## src/rtl/psd_pkg.sv

```systemverilog
// ----------------------------------------------------------------------------
// psd_pkg
// Shared types and constants for the packet stream deframer.
// ----------------------------------------------------------------------------
package psd_pkg;

    // Header parser position: header byte index 0..4, then payload.
    localparam int POS_W = 3;
    typedef logic [POS_W-1:0] pos_t;

    localparam pos_t POS_FLAGS   = 3'd0;
    localparam pos_t POS_ID_HI   = 3'd1;
    localparam pos_t POS_ID_LO   = 3'd2;
    localparam pos_t POS_LEN_HI  = 3'd3;
    localparam pos_t POS_LEN_LO  = 3'd4;
    localparam pos_t POS_PAYLOAD = 3'd5;

    // Field widths.
    localparam int BYTE_W  = 8;
    localparam int TYPE_W  = 4;
    localparam int QOS_W   = 2;
    localparam int WORD_W  = 16;

    // Result tdata: type, qos, dup, id, length, payload byte, one pad bit.
    localparam int M_FIELDS_W = TYPE_W + QOS_W + 1 + WORD_W + WORD_W + BYTE_W;
    localparam int M_TDATA_W  = ((M_FIELDS_W + 7) / 8) * 8;

    typedef struct packed {
        logic [BYTE_W-1:0] payload_byte;
        logic [WORD_W-1:0] payload_length;
        logic [WORD_W-1:0] packet_id;
        logic              dup_flag;
        logic [QOS_W-1:0]  qos_level;
        logic [TYPE_W-1:0] msg_type;
    } result_t;

endpackage

```

## src/rtl/packet_stream_deframer.sv

```systemverilog
// ----------------------------------------------------------------------------
// packet_stream_deframer
// Splits a byte stream into packets with a five-byte header and emits one
// item per payload byte, or a single empty item for a zero-length packet.
// ----------------------------------------------------------------------------
//
//  Channel  Direction  Item contents
//  s_       in         tdata: data_byte[7:0]; tuser: body_start
//  m_       out        tdata: msg_type, qos_level, dup_flag, packet_id,
//                      payload_length, payload_byte (low bits first);
//                      tuser: has_byte; tlast: packet_last
//
// One byte is taken per clock unless a stalled result holds a full input
// register. Each byte is held in the input register and is then parsed into
// the result register, where its result can be taken. A stalled result holds
// the parse stage, and the input side keeps accepting until the input
// register is full. Reset (aresetn low, synchronous) empties both registers
// and returns the parser to the flags byte.
module packet_stream_deframer (
    input  logic                          aclk,
    input  logic                          aresetn,

    input  logic                          s_tvalid,
    output logic                          s_tready,
    input  logic [7:0]                    s_tdata,   // [7:0] data_byte
    input  logic                          s_tuser,   // [0] body_start

    output logic                          m_tvalid,
    input  logic                          m_tready,
    output logic [psd_pkg::M_TDATA_W-1:0] m_tdata,   // [3:0] msg_type, [5:4] qos_level,
                                                     // [6] dup_flag, [22:7] packet_id,
                                                     // [38:23] payload_length,
                                                     // [46:39] payload_byte, [47] zero
    output logic                          m_tuser,   // [0] has_byte
    output logic                          m_tlast    // packet_last
);

    // Input register.
    logic                          in_valid_reg;
    logic [psd_pkg::BYTE_W-1:0]    in_byte_reg;
    logic                          in_start_reg;

    // Parser state.
    psd_pkg::pos_t                 pos_reg,    pos_next;
    logic [psd_pkg::BYTE_W-1:0]    flags_reg,  flags_next;
    logic [psd_pkg::WORD_W-1:0]    id_reg,     id_next;
    logic [psd_pkg::WORD_W-1:0]    len_reg,    len_next;
    logic [psd_pkg::WORD_W-1:0]    remain_reg, remain_next;

    // Result register.
    logic                          out_valid_reg;
    psd_pkg::result_t              out_data_reg;
    logic                          out_has_reg;
    logic                          out_last_reg;

    logic                          advance;
    logic                          emit;
    logic                          emit_has;
    logic                          emit_last;
    psd_pkg::pos_t                 pos_cur;
    logic [psd_pkg::WORD_W-1:0]    remain_dec;
    psd_pkg::result_t              result;

    assign advance  = in_valid_reg && (!out_valid_reg || m_tready);
    assign s_tready = !in_valid_reg || advance;

    // Parse one byte. The result uses the header registers as updated by
    // this byte, which matters only for the low length byte.
    always_comb begin
        pos_next    = pos_reg;
        flags_next  = flags_reg;
        id_next     = id_reg;
        len_next    = len_reg;
        remain_next = remain_reg;
        emit        = 1'b0;
        emit_has    = 1'b0;
        emit_last   = 1'b0;

        if (in_start_reg || pos_reg > psd_pkg::POS_PAYLOAD) begin
            pos_cur = psd_pkg::POS_FLAGS;
        end else begin
            pos_cur = pos_reg;
        end

        remain_dec = (remain_reg != '0) ? remain_reg - 1'b1 : remain_reg;

        unique case (pos_cur)
            psd_pkg::POS_FLAGS: begin
                flags_next = in_byte_reg;
                pos_next   = psd_pkg::POS_ID_HI;
            end
            psd_pkg::POS_ID_HI: begin
                id_next  = {in_byte_reg, psd_pkg::BYTE_W'(0)};
                pos_next = psd_pkg::POS_ID_LO;
            end
            psd_pkg::POS_ID_LO: begin
                id_next  = {id_reg[psd_pkg::WORD_W-1:psd_pkg::BYTE_W], in_byte_reg};
                pos_next = psd_pkg::POS_LEN_HI;
            end
            psd_pkg::POS_LEN_HI: begin
                len_next = {in_byte_reg, psd_pkg::BYTE_W'(0)};
                pos_next = psd_pkg::POS_LEN_LO;
            end
            psd_pkg::POS_LEN_LO: begin
                len_next    = {len_reg[psd_pkg::WORD_W-1:psd_pkg::BYTE_W], in_byte_reg};
                remain_next = len_next;
                if (len_next == '0) begin
                    pos_next  = psd_pkg::POS_FLAGS;
                    emit      = 1'b1;
                    emit_last = 1'b1;
                end else begin
                    pos_next = psd_pkg::POS_PAYLOAD;
                end
            end
            default: begin
                remain_next = remain_dec;
                emit        = 1'b1;
                emit_has    = 1'b1;
                emit_last   = (remain_dec == '0);
                pos_next    = emit_last ? psd_pkg::POS_FLAGS : psd_pkg::POS_PAYLOAD;
            end
        endcase

        result.msg_type       = flags_next[7:4];
        result.qos_level      = flags_next[3:2];
        result.dup_flag       = flags_next[1];
        result.packet_id      = id_next;
        result.payload_length = len_next;
        result.payload_byte   = emit_has ? in_byte_reg : '0;
    end

    always_ff @(posedge aclk) begin
        if (!aresetn) begin
            in_valid_reg  <= 1'b0;
            out_valid_reg <= 1'b0;
            pos_reg       <= psd_pkg::POS_FLAGS;
            flags_reg     <= '0;
            id_reg        <= '0;
            len_reg       <= '0;
            remain_reg    <= '0;
        end else begin
            if (s_tready) begin
                in_valid_reg <= s_tvalid;
            end
            if (advance) begin
                pos_reg       <= pos_next;
                flags_reg     <= flags_next;
                id_reg        <= id_next;
                len_reg       <= len_next;
                remain_reg    <= remain_next;
                out_valid_reg <= emit;
            end else if (m_tready) begin
                out_valid_reg <= 1'b0;
            end
        end
    end

    // Payload registers, no reset needed.
    always_ff @(posedge aclk) begin
        if (s_tready && s_tvalid) begin
            in_byte_reg  <= s_tdata;
            in_start_reg <= s_tuser;
        end
        if (advance && emit) begin
            out_data_reg <= result;
            out_has_reg  <= emit_has;
            out_last_reg <= emit_last;
        end
    end

    assign m_tvalid = out_valid_reg;
    assign m_tdata  = psd_pkg::M_TDATA_W'(out_data_reg);
    assign m_tuser  = out_has_reg;
    assign m_tlast  = out_last_reg;

endmodule

```

## config.mk

```make
export PLATFORM = sky130hd
export DESIGN_NAME = packet_stream_deframer
export DESIGN_NICKNAME = d
export VERILOG_FILES = /design/src/rtl/psd_pkg.sv /design/src/rtl/packet_stream_deframer.sv
export SDC_FILE = /design/constraint.sdc
export NUM_CORES = 1
export LEC_CHECK = 0
export BUFFER_PORTS_ARGS = -buffer_cell sky130_fd_sc_hd__buf_2
export CORE_ASPECT_RATIO = 1.2
export CORE_MARGIN = 3
export CORE_UTILIZATION = 50
export CTS_CLUSTER_DIAMETER = 120
export DETAILED_ROUTE_END_ITERATION = 6
export PLACE_DENSITY = 0.77
export SLEW_MARGIN = 20
export SYNTH_ARGS = -nofsm -noshare
export SYNTH_HDL_FRONTEND = slang
export SYNTH_SLANG_ARGS = --single-unit
```

## constraint.sdc

```tcl
create_clock -name aclk -period 4.46 [get_ports aclk]
set_input_delay 0.446 -clock aclk [delete_from_list [all_inputs] [get_ports aclk]]
set_output_delay 0.446 -clock aclk [all_outputs]
set_load 0.01 [all_outputs]
```

==> impl_metrics.xml <==
<?xml version="1.0" encoding="UTF-8"?>
<metrics>
  <group name="outcome">
    <metric name="status" unit="">complete, no violations</metric>
  </group>
  <group name="sta">
    <metric name="clock-skew-final" unit="ns">0.00634</metric>
    <metric name="final_period_minus_worst_setup_slack" unit="ns">2.87</metric>
    <metric name="final_max_tran_viols" unit="">0</metric>
    <metric name="worst_pin_slew" unit="ns">0.972</metric>
    <metric name="final-setup-viol-count" unit="">0</metric>
    <metric name="fmax_achieved" unit="MHz">348</metric>
    <metric name="final.period_utilization" unit="%">64.4</metric>
    <metric name="fin_tns_setup" unit="ns">0</metric>
    <metric name="worst_slew_margin_rel" unit="%">35.2</metric>
    <metric name="grt_setup_unrepaired" unit="">false</metric>
    <metric name="hold_viol" unit="">0</metric>
  </group>
  <group name="yosys">
    <metric name="post_synth_instance_area" unit="mm2">0.00517</metric>
    <metric name="synth.net_count" unit="">544</metric>
    <metric name="number_of_enable_type_register_cells_in_the_synthesized_netlist" unit="">58</metric>
    <metric name="number_of_instances_in_the_synthesized_netlist" unit="">529</metric>
    <metric name="syn-mean-instance-area" unit="um2">9.78</metric>
    <metric name="synth.yosys.seq_area_share" unit="%">56.9</metric>
    <metric name="ys_flop_type" unit="">sky130_fd_sc_hd__dfxtp_1</metric>
    <metric name="yosys_register_bits" unit="">118</metric>
    <metric name="yosys_warnings" unit="">0</metric>
    <metric name="synth-async-reset-ratio" unit="%">0</metric>
    <metric name="number_of_distinct_library_cells_after_synthesis" unit="">54</metric>
  </group>
  <group name="clocking">
    <metric name="number_of_buffers_inserted_by_post_cts_setup_repair" unit="">0</metric>
    <metric name="cts-hold-fix-buffers" unit="">0</metric>
    <metric name="worst_setup_hold_path_clk_slew" unit="ns">0.05</metric>
    <metric name="cts_made_buffers" unit="">17</metric>
    <metric name="cts_repair_resize_count" unit="">0</metric>
    <metric name="tritoncts_clock_tree" unit="">yes</metric>
    <metric name="cts_root_buf" unit="">sky130_fd_sc_hd__clkbuf_16</metric>
    <metric name="cts.htree.levels" unit="">4</metric>
    <metric name="clock_sink_count" unit="">118</metric>
    <metric name="worst_skew_pair.late_latency" unit="ns">0.41</metric>
    <metric name="ctsLongestPathBuffers" unit="">2</metric>
  </group>
  <group name="floorplan">
    <metric name="die_w" unit="um">98.9</metric>
    <metric name="placement_rows" unit="">40</metric>
    <metric name="dieArea" unit="mm2">0.0116</metric>
    <metric name="initial_utilization" unit="%">51.4</metric>
    <metric name="core_area" unit="mm2">0.0101</metric>
    <metric name="die_height" unit="um">117</metric>
    <metric name="io_pins" unit="">65</metric>
  </group>
  <group name="cells_and_area">
    <metric name="final_common_cell" unit="">sky130_fd_sc_hd__nand2_1</metric>
    <metric name="largest_register_ff_count" unit="">47</metric>
    <metric name="syn_to_final_growth" unit="%">18.5</metric>
    <metric name="antennaDiodeCount" unit="">0</metric>
    <metric name="post_route_cells_drive_above_1_share" unit="%">21.4</metric>
    <metric name="final-instance-count-excl-fill" unit="">720</metric>
    <metric name="layout_common_cells" unit="">104 x sky130_fd_sc_hd__nand2_1, 63 x sky130_fd_sc_hd__buf_2, 60 x sky130_fd_sc_hd__dfxtp_1, 58 x sky130_fd_sc_hd__edfxtp_1, 54 x sky130_fd_sc_hd__nor2_1</metric>
    <metric name="nets" unit="">596</metric>
  </group>
  <group name="global_route">
    <metric name="first_pass_grt_wire_length" unit="um">20700</metric>
    <metric name="gr-usage-met3" unit="%">6.01</metric>
    <metric name="grt_use_total" unit="%">22.5</metric>
    <metric name="groute.layer.met2.usage" unit="%">36.1</metric>
    <metric name="first_global_vias" unit="">4132</metric>
    <metric name="pin_count_of_the_biggest_net_entering_global_routing" unit="">47</metric>
    <metric name="globalRouteOverflowTotal" unit="">0</metric>
    <metric name="grt-busiest-layer" unit="">met2</metric>
    <metric name="grt_util_met1" unit="%">27.0</metric>
    <metric name="antenna_found_initial" unit="">0</metric>
  </group>
  <group name="worst_hold_path">
    <metric name="min-delay-path-class" unit="">input port to flop</metric>
  </group>
  <group name="place">
    <metric name="place.port_buffers" unit="">63</metric>
    <metric name="dp.cells" unit="">688</metric>
    <metric name="gp_routability_congestion" unit="">0.939</metric>
    <metric name="detailedPlacementHpwl" unit="um">8090</metric>
  </group>
  <group name="pwr">
    <metric name="vdd.ir_drop.worst" unit="uV">377</metric>
    <metric name="p_int" unit="mW">2.02</metric>
    <metric name="sw_frac_of_total" unit="%">22.0</metric>
    <metric name="power-per-cell-area" unit="mW/mm2">423</metric>
    <metric name="combinationalPowerShare" unit="%">3.6</metric>
    <metric name="share_seq_of_total_power" unit="%">45.8</metric>
    <metric name="clockPowerShare" unit="%">50.5</metric>
    <metric name="power_switching" unit="mW">0.570</metric>
    <metric name="leakage" unit="nW">2.27</metric>
  </group>
  <group name="routing">
    <metric name="vias" unit="">4312</metric>
    <metric name="drt_first_pass_iters" unit="">5</metric>
    <metric name="vias_per_cell" unit="">5.99</metric>
    <metric name="final_antenna_net_count" unit="">0</metric>
    <metric name="first_iter_violations" unit="">297</metric>
    <metric name="wire_per_inst" unit="um">17.8</metric>
    <metric name="overall_routed_net_length" unit="um">12800</metric>
    <metric name="detail_route.drc_violations" unit="">0</metric>
  </group>
  <group name="setup_path">
    <metric name="critical_path_class" unit="">flop to flop</metric>
    <metric name="cp_data_required_time" unit="ns">4.56</metric>
    <metric name="critical_path.max_fanout" unit="">33</metric>
    <metric name="arrival" unit="ns">2.97</metric>
    <metric name="cp-end-kind" unit="">flop</metric>
    <metric name="start_kind" unit="">flop</metric>
  </group>
  <group name="job">
    <metric name="timing.max_cap.violations" unit="">0</metric>
  </group>
</metrics>
==> cells in the mapped netlist, drive strengths merged (4+ instances only) <==
library cell | instances | area share (%)
nor2 | 55 | 4.0
a21boi | 4 | 0.58
nand4 | 5 | 0.60
clkbuf | 23 | 1.7
nor4 | 10 | 1.2
a22o | 11 | 1.9
dfxtp | 60 | 23
o211ai | 4 | 0.58
a21oi | 49 | 4.7
a311oi | 6 | 1.0
edfxtp | 58 | 34
o221a | 4 | 0.87
nor3b | 5 | 0.73
nand2b | 7 | 0.85
nand2 | 104 | 7.5
inv | 6 | 0.44
nor2b | 5 | 0.60
mux2 | 15 | 3.3
o21ai | 11 | 1.1
and2 | 11 | 1.3
o31ai | 4 | 0.68
nor3 | 15 | 1.6
nand3 | 10 | 0.97
buf | 11 | 1.1
or4 | 4 | 0.73
==> metal layers <==
| layer | vias up | part of all wire, % |
|---|---|---|
| met1 | 2040 | 40 |
| met5 | - | 0 |
| met4 | 0 | 4.0 |
| met3 | 48 | 6.8 |
| met2 | 209 | 49 |
| li1 | 2015 | - |
==> final timing paths <==
kind,from,endpoint,slack [ns],cells past startpoint
setup / recovery,pos_reg[2]$_SDFFE_PN0P_,m_tdata[40]$_SDFFCE_PN0P_,1.59,4
hold / removal,s_tdata[5],in_byte_reg[5]$_DFFE_PP_,0.21,1
setup reg to reg,pos_reg[2]$_SDFFE_PN0P_,m_tdata[40]$_SDFFCE_PN0P_,1.59,4
hold reg to reg,id_reg[8]$_SDFFE_PN0P_,id_reg[8]$_SDFFE_PN0P_,0.45,2
==> metrics by stage <==
stage / cell area [um2] / utilization, % / setup slack (ns) / hold WS, ns / total power, mW
after floorplan: 5170 / - / 0.546 / 0.434 / 1.26
after global placement: 5550 / 55.2 / 1.75 / 0.439 / 1.29
after detailed placement: 5550 / 55.2 / 1.66 / 0.450 / 1.30
after CTS: 6130 / 60.9 / 1.62 / 0.199 / 2.59
after global routing: 6130 / 60.9 / 1.43 / 0.195 / 2.66
final: 6130 / 60.9 / 1.59 / 0.208 / 2.59
==> cell type report <==
cell class                 count  area [um2]
tap                          126         158
timing repair buffer          67         358
inverter                       6        22.5
clock buffer                  19         443
multi-input combinational    371        2070
clock inverter                13         133
sequential                   118        2940
fill                         818        3930
==> power by group through the flow <==
stage               registers (mW)  logic (mW)  clock network, mW
floorplan                     1.19      0.0723                  0
global placement              1.21      0.0893                  0
detailed placement            1.21      0.0918                  0
CTS                           1.19      0.0931               1.32
global route                  1.19       0.104               1.37
finish                        1.19      0.0942               1.31
==> worst max-delay path, cell delays in order (launching register included) <==
cell	delay [ns]
sky130_fd_sc_hd__dfxtp_1	0.48
sky130_fd_sc_hd__or3b_1	0.50
sky130_fd_sc_hd__nand2b_1	0.62
sky130_fd_sc_hd__nor2_4	0.66
sky130_fd_sc_hd__buf_12	0.28
==> logic make-up after synthesis <==
logic type / Yosys count / synth area share (%)
and+or+nand+nor: 239 / 21.3
DFF: 118 / 56.9
AOI/OAI and AO/OA: 113 / 14.6
buffers and inverters: 40 / 3.22
muxes: 15 / 3.27
adders and majority gates: 2 / 0.484
other: 1 / 0.0725
xor gates and xnor gates: 1 / 0.169
Note: power is estimated with default switching activity, not from simulation.
